$ cat config.mk
export PLATFORM = sky130hd
export DESIGN_NAME = delta_zigzag_varint_encoder_core
export DESIGN_NICKNAME = d
export VERILOG_FILES = /design/src/rtl/dzv_pkg.sv /design/src/rtl/dzv_front.sv /design/src/rtl/dzv_queue.sv /design/src/rtl/dzv_back.sv /design/src/rtl/delta_zigzag_varint_encoder_core.sv
export SDC_FILE = /design/constraint.sdc
export NUM_CORES = 1
export LEC_CHECK = 0
export BUFFER_PORTS_ARGS = -buffer_cell sky130_fd_sc_hd__buf_2
export CAP_MARGIN = 20
export CORE_MARGIN = 5
export CORE_UTILIZATION = 30
export DETAILED_ROUTE_END_ITERATION = 10
export PLACE_DENSITY = 0.5
export SLEW_MARGIN = 20
export SYNTH_ARGS = -nofsm -noshare
export SYNTH_HDL_FRONTEND = slang
export SYNTH_HIERARCHICAL = 1
export SYNTH_SLANG_ARGS = --single-unit
$ cat constraint.sdc
create_clock -name clk -period 12.5 [get_ports clk]
set_clock_uncertainty 0.2 [all_clocks]
set_input_delay 0.625 -clock clk [delete_from_list [all_inputs] [get_ports clk]]
set_output_delay 0.625 -clock clk [all_outputs]
set_load 0.02 [all_outputs]
$ cat src/rtl/dzv_pkg.sv
// Shared constants and types for the delta zigzag varint encoder.
package dzv_pkg;

  localparam int DATA_W    = 64;
  localparam int GROUP_W   = 7;
  localparam int MAX_BYTES = 10;
  localparam int NB_W      = $clog2(MAX_BYTES + 1);

  // Queue between front and back; depth must be a power of two
  localparam int QDEPTH    = 2;
  localparam int QPTR_W    = (QDEPTH > 1) ? $clog2(QDEPTH) : 1;
  localparam int QCNT_W    = $clog2(QDEPTH + 1);

  localparam logic [7:0] MORE_BIT = 8'h80;

  // One classified item: zigzag code and the number of varint bytes it needs
  typedef struct packed {
    logic [DATA_W-1:0] code;
    logic [NB_W-1:0]   nbytes;
  } dzv_item_t;

endpackage

$ cat src/rtl/dzv_front.sv
// Front end: takes samples, forms the zigzag delta and counts its varint bytes.
module dzv_front
  import dzv_pkg::*;
(
  input  logic                     clk,
  input  logic                     rst,
  input  logic                     in_valid,
  output logic                     in_stall,
  input  logic signed [DATA_W-1:0] value,
  input  logic                     first,
  output logic                     push,
  output dzv_item_t                push_item,
  input  logic                     q_full
);

  logic              fr_valid;
  logic [DATA_W-1:0] fr_code;
  logic [DATA_W-1:0] prev_value;
  logic [DATA_W-1:0] base;
  logic [DATA_W-1:0] delta;
  logic [NB_W-1:0]   nbytes;
  logic              take;
  logic              accept;

  // Advance the stage whenever it is empty or its item moves into the queue
  assign push     = fr_valid && !q_full;
  assign take     = !fr_valid || push;
  assign in_stall = !take;
  assign accept   = in_valid && take;

  // Delta against the previous sample, zero at the start of a sequence
  assign base  = first ? '0 : prev_value;
  assign delta = $unsigned(value) - base;

  // Hold the control state
  always_ff @(posedge clk) begin
    if (rst) begin
      fr_valid   <= 1'b0;
      prev_value <= '0;
    end else begin
      if (take) begin
        fr_valid <= in_valid;
      end
      if (accept) begin
        prev_value <= $unsigned(value);
      end
    end
  end

  // Zigzag map into the stage register
  always_ff @(posedge clk) begin
    if (accept) begin
      fr_code <= {delta[DATA_W-2:0], 1'b0} ^ {DATA_W{delta[DATA_W-1]}};
    end
  end

  // Count bytes: one more than the index of the highest non-zero seven-bit group
  always_comb begin
    nbytes = NB_W'(1);
    for (int i = 1; i < MAX_BYTES; i++) begin
      if ((fr_code >> (GROUP_W * i)) != '0) begin
        nbytes = NB_W'(i + 1);
      end
    end
  end

  assign push_item.code   = fr_code;
  assign push_item.nbytes = nbytes;

endmodule

$ cat src/rtl/dzv_queue.sv
// Short queue of classified items between the front and the back end.
module dzv_queue
  import dzv_pkg::*;
(
  input  logic      clk,
  input  logic      rst,
  input  logic      push,
  input  dzv_item_t push_item,
  output logic      full,
  input  logic      pop,
  output logic      head_valid,
  output dzv_item_t head
);

  dzv_item_t         mem [QDEPTH];
  logic [QPTR_W-1:0] wr_ptr;
  logic [QPTR_W-1:0] rd_ptr;
  logic [QCNT_W-1:0] count;

  assign full       = count == QCNT_W'(QDEPTH);
  assign head_valid = count != '0;
  assign head       = mem[rd_ptr];

  // Advance pointers and occupancy
  always_ff @(posedge clk) begin
    if (rst) begin
      wr_ptr <= '0;
      rd_ptr <= '0;
      count  <= '0;
    end else begin
      if (push) begin
        wr_ptr <= wr_ptr + 1'b1;
      end
      if (pop) begin
        rd_ptr <= rd_ptr + 1'b1;
      end
      unique case ({push, pop})
        2'b10:   count <= count + 1'b1;
        2'b01:   count <= count - 1'b1;
        default: count <= count;
      endcase
    end
  end

  // Store entries
  always_ff @(posedge clk) begin
    if (push) begin
      mem[wr_ptr] <= push_item;
    end
  end

  a_no_overflow: assert property (@(posedge clk) disable iff (rst)
    full |-> !push)
    else $error("queue written while full");

  a_no_underflow: assert property (@(posedge clk) disable iff (rst)
    !head_valid |-> !pop)
    else $error("queue read while empty");

  a_count_range: assert property (@(posedge clk) disable iff (rst)
    count <= QCNT_W'(QDEPTH))
    else $error("queue occupancy out of range");

endmodule

$ cat src/rtl/dzv_back.sv
// Back end: splits each zigzag code into varint bytes, one per cycle unless stalled.
module dzv_back
  import dzv_pkg::*;
(
  input  logic      clk,
  input  logic      rst,
  input  logic      head_valid,
  input  dzv_item_t head,
  output logic      pop,
  output logic      out_valid,
  input  logic      out_stall,
  output logic [7:0] code_byte,
  output logic      last
);

  logic              busy;
  logic [DATA_W-1:0] shreg;
  logic [NB_W-1:0]   rem;
  logic [DATA_W-1:0] src;
  logic [NB_W-1:0]   cnt;
  logic              have;
  logic              load;
  logic              is_last;

  // Pick the item in progress, else the queue head
  assign src     = busy ? shreg : head.code;
  assign cnt     = busy ? rem : head.nbytes;
  assign have    = busy || head_valid;
  assign load    = !out_valid || !out_stall;
  assign pop     = load && !busy && head_valid;
  assign is_last = cnt == NB_W'(1);

  // Hold control state
  always_ff @(posedge clk) begin
    if (rst) begin
      out_valid <= 1'b0;
      busy      <= 1'b0;
    end else if (load) begin
      out_valid <= have;
      busy      <= have && !is_last;
    end
  end

  // Emit the low group and shift the rest down
  always_ff @(posedge clk) begin
    if (load && have) begin
      code_byte <= is_last ? src[7:0] : (MORE_BIT | {1'b0, src[GROUP_W-1:0]});
      last      <= is_last;
      shreg     <= src >> GROUP_W;
      rem       <= cnt - NB_W'(1);
    end
  end

  a_rem_range: assert property (@(posedge clk) disable iff (rst)
    busy |-> (rem != '0 && rem <= NB_W'(MAX_BYTES - 1)))
    else $error("remaining byte count out of range");

  a_more_bit: assert property (@(posedge clk) disable iff (rst)
    (out_valid && !last) |-> code_byte[7])
    else $error("continuation byte without more bit");

  a_busy_after_more: assert property (@(posedge clk) disable iff (rst)
    (out_valid && !last) |-> busy)
    else $error("continuation byte with no item in progress");

  a_no_pop_busy: assert property (@(posedge clk) disable iff (rst)
    busy |-> !pop)
    else $error("queue read while an item is in progress");

endmodule

$ cat src/rtl/delta_zigzag_varint_encoder_core.sv
// Top level: delta, zigzag and base-128 varint encoder for signed 64-bit samples.
// The first byte of a sample passes the front stage register, the queue and the back
// end's output byte register. The back end gives one byte per cycle while out_stall
// is low; a sample gives 1 to 10 bytes, one per seven-bit group of its zigzag delta.
// Samples flow back to back; a two-entry queue decouples input from output.
// Reset clears the previous sample to zero, empties the queue and drops all valids.
module delta_zigzag_varint_encoder_core
  import dzv_pkg::*;
(
  input  logic                     clk,
  input  logic                     rst,
  input  logic                     in_valid,
  output logic                     in_stall,
  input  logic signed [DATA_W-1:0] value,
  input  logic                     first,
  output logic                     out_valid,
  input  logic                     out_stall,
  output logic [7:0]               code_byte,
  output logic                     last
);

  logic      push;
  dzv_item_t push_item;
  logic      q_full;
  logic      pop;
  logic      head_valid;
  dzv_item_t head;

  dzv_front u_front (
    .clk       (clk),
    .rst       (rst),
    .in_valid  (in_valid),
    .in_stall  (in_stall),
    .value     (value),
    .first     (first),
    .push      (push),
    .push_item (push_item),
    .q_full    (q_full)
  );

  dzv_queue u_queue (
    .clk        (clk),
    .rst        (rst),
    .push       (push),
    .push_item  (push_item),
    .full       (q_full),
    .pop        (pop),
    .head_valid (head_valid),
    .head       (head)
  );

  dzv_back u_back (
    .clk        (clk),
    .rst        (rst),
    .head_valid (head_valid),
    .head       (head),
    .pop        (pop),
    .out_valid  (out_valid),
    .out_stall  (out_stall),
    .code_byte  (code_byte),
    .last       (last)
  );

endmodule
# [Word level (Yosys, flattened, before mapping)]
# Memory sizes are Yosys's and may differ from the RTL's. A register that Yosys moved wholly into a read port is not among the register bits.
# Index checks and enable logic that the tools add are counted.
[totals] memories=1 register_bits=205 ram_bits=136 inputBits=69 elab_cells=69
[mem_list] memory="u_queue.mem" words=2 width=68 read_ports=1 rd_clocked_by_memory_dff=1 wr=1 line_no="dzv_queue.sv:15" source="dzv_item_t mem [QDEPTH];"
[classes] n_eq_ne=4 n_bitwise=1 addsub=6 muxes=17 reduce_logical=26
[ops] operator="64-bit nonzero test" count=8
[ops] operator="64-bit two-way mux" count=1
[ops] operator="64-bit subtractor" count=1
[ops] operator="64-bit XOR" count=1
[ops] operator="57-bit two-way mux" count=1
[ops] operator="4-bit two-way mux" count=9
[ops] operator="1-bit zero test" count=7
[ops] operator="1-bit logical AND" count=6
[ops] operator="2-bit equality test, second input constant" count=2
[ops] operator="4-bit by 1-bit equality test with 1-bit output, second input constant" count=1
[ops] operator="1-bit two-way mux" count=4
[ops] operator="2-bit case mux with 2 select lines" count=1
[ops] operator="2-bit nonzero test" count=2
[ops] operator="4-bit by 1-bit subtractor with 4-bit output, second input constant" count=1
[ops] operator="1-bit logical OR" count=3
[ops] operator="1-bit adder, second input constant" count=2
[ops] operator="2-bit by 1-bit adder with 2-bit output, second input constant" count=1
[ops] operator="2-bit by 1-bit equality test with 1-bit output, second input constant" count=1
[ops] operator="2-bit two-way mux" count=1
[ops] operator="2-bit by 1-bit subtractor with 2-bit output, second input constant" count=1

# [Longest topological paths before layout]
# Gate-level depths: netlist (run 1).
[depth] ltp_word=10 mapped_depth=16 ltp_nobuf=12

# [Modules after synthesis]
# Netlist (run 1), hierarchy kept.
[by_module_without_submodules] module="dzv_front" seq_area_each_um2=3223.1 area_each_um2=9424.0 instances=1 cells_each=1099
[by_module_without_submodules] module="dzv_queue" seq_area_each_um2=4184.0 area_each_um2=5116.2 instances=1 cells_each=234
[by_module_without_submodules] module="dzv_back" seq_area_each_um2=2142.1 area_each_um2=3066.7 instances=1 cells_each=168

# [Worst setup path after synthesis (run 1)]
# OpenSTA, ideal clock, no wires.
[synth_timing] kind="register to register" start="register u_back.busy" end="register u_back.code_byte[0], enable pin" path_stages_with_launch=5 required_ns=11.779 period_less_slack_ns=4.896 t_arrival_ns=4.175 path_slack_ns=7.604 path_cell_list="dfxtp_1 buf_4 buf_2 nor2_1 a21oi_1"
[synth_via] elab_chain_len=2
[synth_rtl] element="start, declared" line_no="dzv_back.sv:16" source="logic busy;"
[synth_rtl] element="start signal, assigned" line_no="dzv_back.sv:40" source="busy <= have && !is_last;"
[synth_rtl] element="1-bit logical OR" line_no="dzv_back.sv:28" source="assign have = busy || head_valid;"
[synth_rtl] element="1-bit logical AND" line_no="dzv_back.sv:46" source="if (load && have) begin"
[synth_rtl] element="end signal, assigned" line_no="dzv_back.sv:47" source="code_byte <= is_last ? src[7:0] : (MORE_BIT | {1'b0, src[GROUP_W-1:0]});"
[synth_rtl] element="end, declared" line_no="dzv_back.sv:12" source="output logic [7:0] code_byte,"
# No other way between the ends.
# A chain may end at the register's enable or synchronous reset.

# [Worst setup path after layout (run 1)]
[layout_timing] start="input port first" end="register u_front.fr_code[55] (data pin)"
[layout_via] elab_chain_len=3
[layout_rtl] element="start, declared" line_no="delta_zigzag_varint_encoder_core.sv:15" source="input logic first,"
[layout_rtl] element="64-bit two-way mux" line_no="dzv_front.sv:32" source="assign base = first ? '0 : prev_value;"
[layout_rtl] element="64-bit subtractor" line_no="dzv_front.sv:33" source="assign delta = $unsigned(value) - base;"
[layout_rtl] element="64-bit XOR" line_no="dzv_front.sv:53" source="fr_code <= {delta[DATA_W-2:0], 1'b0} ^ {DATA_W{delta[DATA_W-1]}};"
[layout_rtl] element="end signal, assigned" line_no="dzv_front.sv:53"
[layout_rtl] element="end, declared" line_no="dzv_front.sv:17" source="logic [DATA_W-1:0] fr_code;"
# No other way between the ends.

==> results.json, run 1 <==
{
  "grt_max_degree": 75,
  "ys_warn_count": 6,
  "fin_nets": 1714,
  "cts_sinks": 342,
  "ios": 80,
  "syn2layout_area_growth_pct": 13.4,
  "syn_area_per_cell_um2": 11.7,
  "crit_slowest_cell": "buf_2",
  "grt_pass1_wl_um": 63600,
  "clkSlewWorstSetupHoldPaths_ps": 60,
  "worst_setup_path_start_kind": "input port",
  "cts_tree": "done",
  "grt.overflow.total": 0,
  "dp_hpwl_um": 27500,
  "power_density_mw_per_mm2": 191,
  "cts_hold_buf": 0,
  "ir_drop_v": 0.000138,
  "clock_latency_ps": 530,
  "cts_resized": 0,
  "ctsHtreeMaxLevel": 2,
  "rsz0062_at_grt": "false",
  "worst_slew_pin_slew_ps": 1080,
  "dr.pass1.iters": 5,
  "fmax_ghz": 0.225,
  "netlist_area_mm2": 0.0176,
  "crit_path_max_incr_delay_ps": 590,
  "async_reset_ff_share_pct": 0,
  "dieArea_mm2": 0.0636,
  "synth_edf_count": 270,
  "grt_antenna_before_repair": 0,
  "worstSetupPathType": "in2reg",
  "post-route-min-period_ps": 4440,
  "num_rows": 88,
  "synthDistinctLibCells": 67,
  "core_area_mm2": 0.0579,
  "via_per_inst": 4.76,
  "final_common_cell": "edfxtp_1",
  "port_buffers": 79,
  "slew_viol_final": 0,
  "insertedDiodeCount": 0,
  "power.total_mw": 3.81,
  "setup_viol": 0,
  "setup_tns_ps": 0,
  "path_cells": "buf_2, nand2b_1, ha_1, nor2b_1, o2111a_1, o21ai_1, a211oi_1, or3b_2, a41oi_4, xor2_4, buf_4, xor2_1, xnor2_1",
  "die_x_um": 252,
  "wl_per_cell_um": 16.6,
  "critPathMaxFanout": 64,
  "post-cts-setup-buffers": 0,
  "synthFlopType": "edfxtp_1",
  "synth_seq_cells": 342,
  "max-clock-path-buffers": 3,
  "drv_cap": 0,
  "finalCritPeriodShare_pct": 35.5,
  "synthCells": 1501,
  "drt-total-wl_um": 39200,
  "synth.net_count": 1653,
  "hold_path_class": "in2reg",
  "layout_common_cells": "edfxtp_1, nand2_1, a21oi_1, mux2_2, xnor2_1",
  "grt_pass1_vias": 11521,
  "ant_nets": 0,
  "leakage_nw": 6.91,
  "grt.total_usage_pct": 12.1,
  "cp.arrival_ps": 4480,
  "hold_violations": 0,
  "post-route-drc-count": 0,
  "cts_buffers": 38,
  "ys_seq_area_share_pct": 54.2,
  "initial_utilization_pct": 30.4,
  "clockRootBuffer": "clkbuf_16",
  "place.gp.congestion": 0.855,
  "drive_gt1_share_pct": 18.7,
  "worstPathRequired_ps": 12540,
  "status": "finished, final reports clean",
  "crit_path_end_kind": "register",
  "drt_iter0_markers": 577,
  "relSlewSlack_pct": 28.1,
  "die_h_um": 252,
  "vias": 11202
}
Yosys cell counts (all sizes together) (3+ instances only):
master | instances | area [um^2]
a211o | 3 | 26.3
a211oi | 8 | 65.1
a21boi | 3 | 22.5
a21o | 22 | 165
a21oi | 146 | 731
a31oi | 13 | 81.3
and2 | 7 | 43.8
and3 | 7 | 43.8
buf | 35 | 259
clkbuf | 35 | 134
dfxtp | 72 | 1440
edfxtp | 270 | 8110
ha | 82 | 1030
inv | 24 | 90.1
mux2 | 125 | 1410
mux2i | 5 | 53.8
nand2 | 190 | 713
nand2b | 67 | 419
nand3 | 10 | 50.1
nand4 | 20 | 125
nor2 | 49 | 184
nor2b | 13 | 81.3
nor3 | 20 | 100
nor4 | 14 | 87.6
o2111ai | 3 | 26.3
o211ai | 9 | 67.6
o21a | 8 | 60.1
o21ai | 52 | 260
o21bai | 14 | 105
o41ai | 3 | 26.3
or2 | 6 | 37.5
or3 | 4 | 25.0
or4 | 3 | 22.5
xnor2 | 97 | 910
xor2 | 35 | 333
flip-flops by register name (all words and copies together) (netlist names), named ones only:
signal / cells
u_front/fr_valid: 1
u_queue/rd_ptr: 1
u_back/shreg: 57
u_queue/mem: 136
u_front/fr_code: 64
u_back/out_valid: 1
u_back/code_byte: 8
u_back/last: 1
u_front/prev_value: 64
u_queue/count: 2
u_back/rem: 4
u_back/busy: 1
u_queue/wr_ptr: 1
path summary, 6_finish.rpt:
path	start	endpoint	slack, ps	cells after the start
setup reg to reg	u_front/prev_value[39]$_SDFFE_PP0P_	u_front/fr_code[55]$_DFFE_PP_	8450	12
hold reg to reg	u_front/fr_code[4]$_DFFE_PP_	u_queue/mem[1][8]$_DFFE_PP_	250	0
setup / recovery	first	u_front/fr_code[55]$_DFFE_PP_	8060	13
hold / removal	in_valid	u_front/fr_valid$_SDFFE_PP0N_	140	3
worst max-delay path, delay by kind of cell:
family,cells,cell delay [ps]
compound gates,4,970
xor+xnor,3,580
fa+ha+maj,1,230
buf+inv,2,1070
simple gates,3,920
final cells by class:
class                           count  area, um^2
Multi-Input combinational cell   1065        7600
Clock inverter                     21         280
Inverter                           24        92.6
Sequential cell                   342        9550
Fill cell                        5845       38000
Tap cell                          765         957
Timing Repair Buffer               91         485
Clock buffer                       45         998
through the flow:
step                      hold slack (ps)  area (um^2)  setup slack [ps]  std cells  util (%)
after floorplan                       221        17600              7600       1501         -
after global placement                224        18700              7540       2287      32.3
after detailed placement              240        18700              7460       2287      32.3
after CTS                             118        20000              8020       2353      34.5
after global routing                  138        20000              7660       2353      34.5
final                                 145        20000              8060       2353      34.5
layer usage:
layer	global-route usage, %	share of wire [%]	vias up
met3	1.48	3.0	69
met4	3.33	2.4	0
met1	17.1	48	5340
li1	-	-	5591
met2	19.7	46	202
met5	0	0	-
where the power goes:
part           internal [mW]  leakage [nW]  switching, mW
Clock                  0.696         0.618          0.449
Sequential              1.64          3.13          0.115
Combinational          0.384          3.16          0.528
Total                   2.72          6.91           1.09
kinds of logic after synthesis:
family	synth area share, %
adders and majority gates	5.94
DFF	54.2
xor gates and xnor gates	7.06
muxes	8.30
buffers and inverters	2.74
AOI/OAI and AO/OA	10.5
and+or+nand+nor	11.3
Note: power is estimated with default switching activity, not from simulation.
==> run 2, diff against run 1 <==
Settings changed: ABC_AREA set to 1.
Clock period 12.5 ns to 4.3 ns, I/O delays scaled along.
==> run 2 against run 1 <==
Effect of this change:
- area after synthesis is 17% higher
- synthesized cell count rose by 76%
- flip-flop and latch count is the same
- first-iteration DRC count grew 49%
- global-route usage rose by 2.9 points
==> results.json, run 2 <==
{
  "status": "finished, final reports clean",
  "worstSetupPathType": "reg2reg",
  "cts_buffers": 39,
  "synth_seq_cells": 342,
  "post-route-min-period_ps": 3070,
  "setup_viol": 0,
  "worst_setup_path_start_kind": "register",
  "core_area_mm2": 0.0685,
  "ios": 80,
  "synth_edf_count": 270,
  "nFillCells": 7137,
  "ctsHtreeMaxLevel": 2,
  "path_cells": "nand2_1, ha_1, nand2_1, inv_1, a21oi_1, o21bai_1, inv_1, nand2_1, a21oi_4, nand2_4, nand2_4, nand2_8, nand2_1, nand2_1",
  "synth-xor-area-share_pct": 1.53,
  "grt_antenna_before_repair": 0,
  "final_common_cell": "nand2_1",
  "synthDistinctLibCells": 46,
  "drt-total-wl_um": 56200,
  "grt_pass1_wl_um": 88800,
  "grt_max_degree": 132,
  "ir_drop_v": 0.000346,
  "grt.overflow.total": 0,
  "ys_top_cells_by_count": "nand2_1, inv_1, edfxtp_1, nor2_1, a21oi_1",
  "cts_resized": 0,
  "synth.net_count": 2789,
  "synth_compound_area_share_pct": 4.38,
  "finalCritPeriodShare_pct": 71.5,
  "cp.arrival_ps": 3180,
  "initial_utilization_pct": 30.1,
  "wl_per_cell_um": 15.2,
  "dieArea_mm2": 0.0741,
  "cpMostUsedCell": "nand2_1",
  "die_x_um": 272,
  "crit_slowest_cell": "ha_1",
  "largest_reg_flops": 136,
  "ys_seq_area_share_pct": 46.3,
  "netlist_area_mm2": 0.0206,
  "ys_warn_count": 6,
  "finalHoldWorstSlack_ps": 60.8,
  "die_h_um": 272,
  "layout_common_cells": "nand2_1, inv_1, edfxtp_1, nor2_1, a21oi_1",
  "vias": 16166,
  "register_area_mm2": 0.00955,
  "critPathMaxFanout": 63,
  "num_rows": 96,
  "placed_area_mm2": 0.0219,
  "synth_fa_ha_area_share_pct": 5.07,
  "insertedDiodeCount": 0,
  "power_density_mw_per_mm2": 486,
  "dr.pass1.iters": 5,
  "yosysMostFrequentCell": "nand2_1",
  "crit_path_end_kind": "register",
  "clockRootBuffer": "clkbuf_16",
  "crit_path_max_incr_delay_ps": 400,
  "synth-simple-area-share_pct": 29.0,
  "cts_tree": "done",
  "clkSlewWorstSetupHoldPaths_ps": 60,
  "fin_nets": 2927,
  "clock_latency_ps": 570,
  "leakage_nw": 11.2,
  "yosysTopAreaCell": "edfxtp_1",
  "synth.mux.area_fraction_pct": 4.07,
  "place.gp.congestion": 0.881,
  "worstPathRequired_ps": 4410,
  "async_reset_ff_share_pct": 0,
  "stdcell_count": 3688,
  "fmax_ghz": 0.325,
  "final_util_pct": 34.9,
  "port_buffers": 79,
  "synthFlopType": "edfxtp_1",
  "post-cts-setup-buffers": 0,
  "syn2layout_area_growth_pct": 15.7,
  "syn_area_per_cell_um2": 7.83,
  "synth_top_family_by_area": "simple AND/OR/NAND/NOR gates",
  "grt_pass1_vias": 16044,
  "fin_area_mm2": 0.0239,
  "rsz0062_at_grt": "false",
  "largestRegisters": "u_queue/mem x136, u_front/fr_code x64, u_front/prev_value x64",
  "drive_gt1_share_pct": 10.7,
  "grt.total_usage_pct": 15.0,
  "hold_path_class": "in2reg",
  "drv_cap": 0,
  "max-clock-path-buffers": 3,
  "worst_slew_pin_slew_ps": 973,
  "dp_hpwl_um": 42700,
  "netlist.area_leader.share_pct": 39.3,
  "synthTopCellsByArea": "edfxtp_1, nand2_1, inv_1",
  "ant_nets": 0,
  "cts_sinks": 342,
  "via_per_inst": 4.38,
  "synthCells": 2637,
  "multiInputGateArea_mm2": 0.00913,
  "post-route-drc-count": 0,
  "slew_viol_final": 0,
  "regMostFlops": "u_queue/mem",
  "dp_cells": 3550,
  "setup_tns_ps": 0,
  "relSlewSlack_pct": 35.1,
  "drt_iter0_markers": 859,
  "hold_violations": 0
}
## run 2: changes by cell type after synthesis, sizes merged, moves of 19 or more
cell,delta
nand2,+970
mux2,-57
o21ai,-34
xnor2,-93
nand2b,-67
nor2,+137
inv,+391
nand3,+54
a21o,-19
## run 2: metrics by stage
step | setup slack, ps | power (mW)
finish | 1230 | 11.6
global route | 1030 | 12.4
CTS | 1230 | 11.8
detailed placement | 829 | 8.22
global placement | 842 | 8.18
floorplan | 125 | 7.32
## run 2: worst paths after layout
kind | start | cells past startpoint | end | slack (ps)
worst max-delay path | u_front/prev_value[41]$_SDFFE_PP0P_ | 14 | u_front/fr_code[57]$_DFFE_PP_ | 1230
worst min-delay path | rst | 3 | register | 60
worst max register to register | u_front/prev_value[41]$_SDFFE_PP0P_ | 14 | u_front/fr_code[57]$_DFFE_PP_ | 1230
worst min register to register | u_front/fr_code[4]$_DFFE_PP_ | 0 | u_queue/mem[0][8]$_DFFE_PP_ | 250
## run 2: layout make-up
cell class / count / share of cell area [%]
clock inverter: 22 / 1.29
tap: 882 / 4.62
sequential: 342 / 40.0
multi-input combinational: 1819 / 38.2
inverter: 416 / 6.54
timing repair buffer: 157 / 4.96
clock buffer: 50 / 4.38
## run 2: power by group
part	internal [mW]	total (mW)	leakage [nW]	switching, mW
Combinational	1.03	3.11	7.42	2.09
Sequential	4.65	5.00	3.16	0.352
Clock	2.11	3.50	0.656	1.39
## run 2: what timing repair did
item | in CTS | in global routing
setup endpoints to repair | 0 | 0
hold buffers | 66 | 0
hold endpoints to repair | 68 | 0
## run 2: worst max-delay path, delay by kind of cell (launching register included)
family | cells | cell delay, ps
AOI/OAI and AO/OA | 3 | 660
and+or+nand+nor | 8 | 1070
adders and majority gates | 1 | 400
DFF | 1 | 330
buffers and inverters | 2 | 120
## run 2: layer usage
metal  routed length (um)  part of all wire [%]  up-vias  track usage [%]
met1                26000                    46     7431             19.9
met3                 1550                   2.8       56             1.88
met4                 1110                   2.0        0             3.40
met5                    0                     0        -                0
met2                27500                    49      192             26.3
li1                     -                     -     8487                -
## run 2: kinds of logic (layout without fill, tap and decap cells)
group	Yosys count	after routing
buffers and inverters	476	645
adders and majority gates	83	83
DFF	342	342
muxes	68	68
xor gates and xnor gates	36	36
and+or+nand+nor	1467	1467
AOI/OAI and AO/OA	165	165
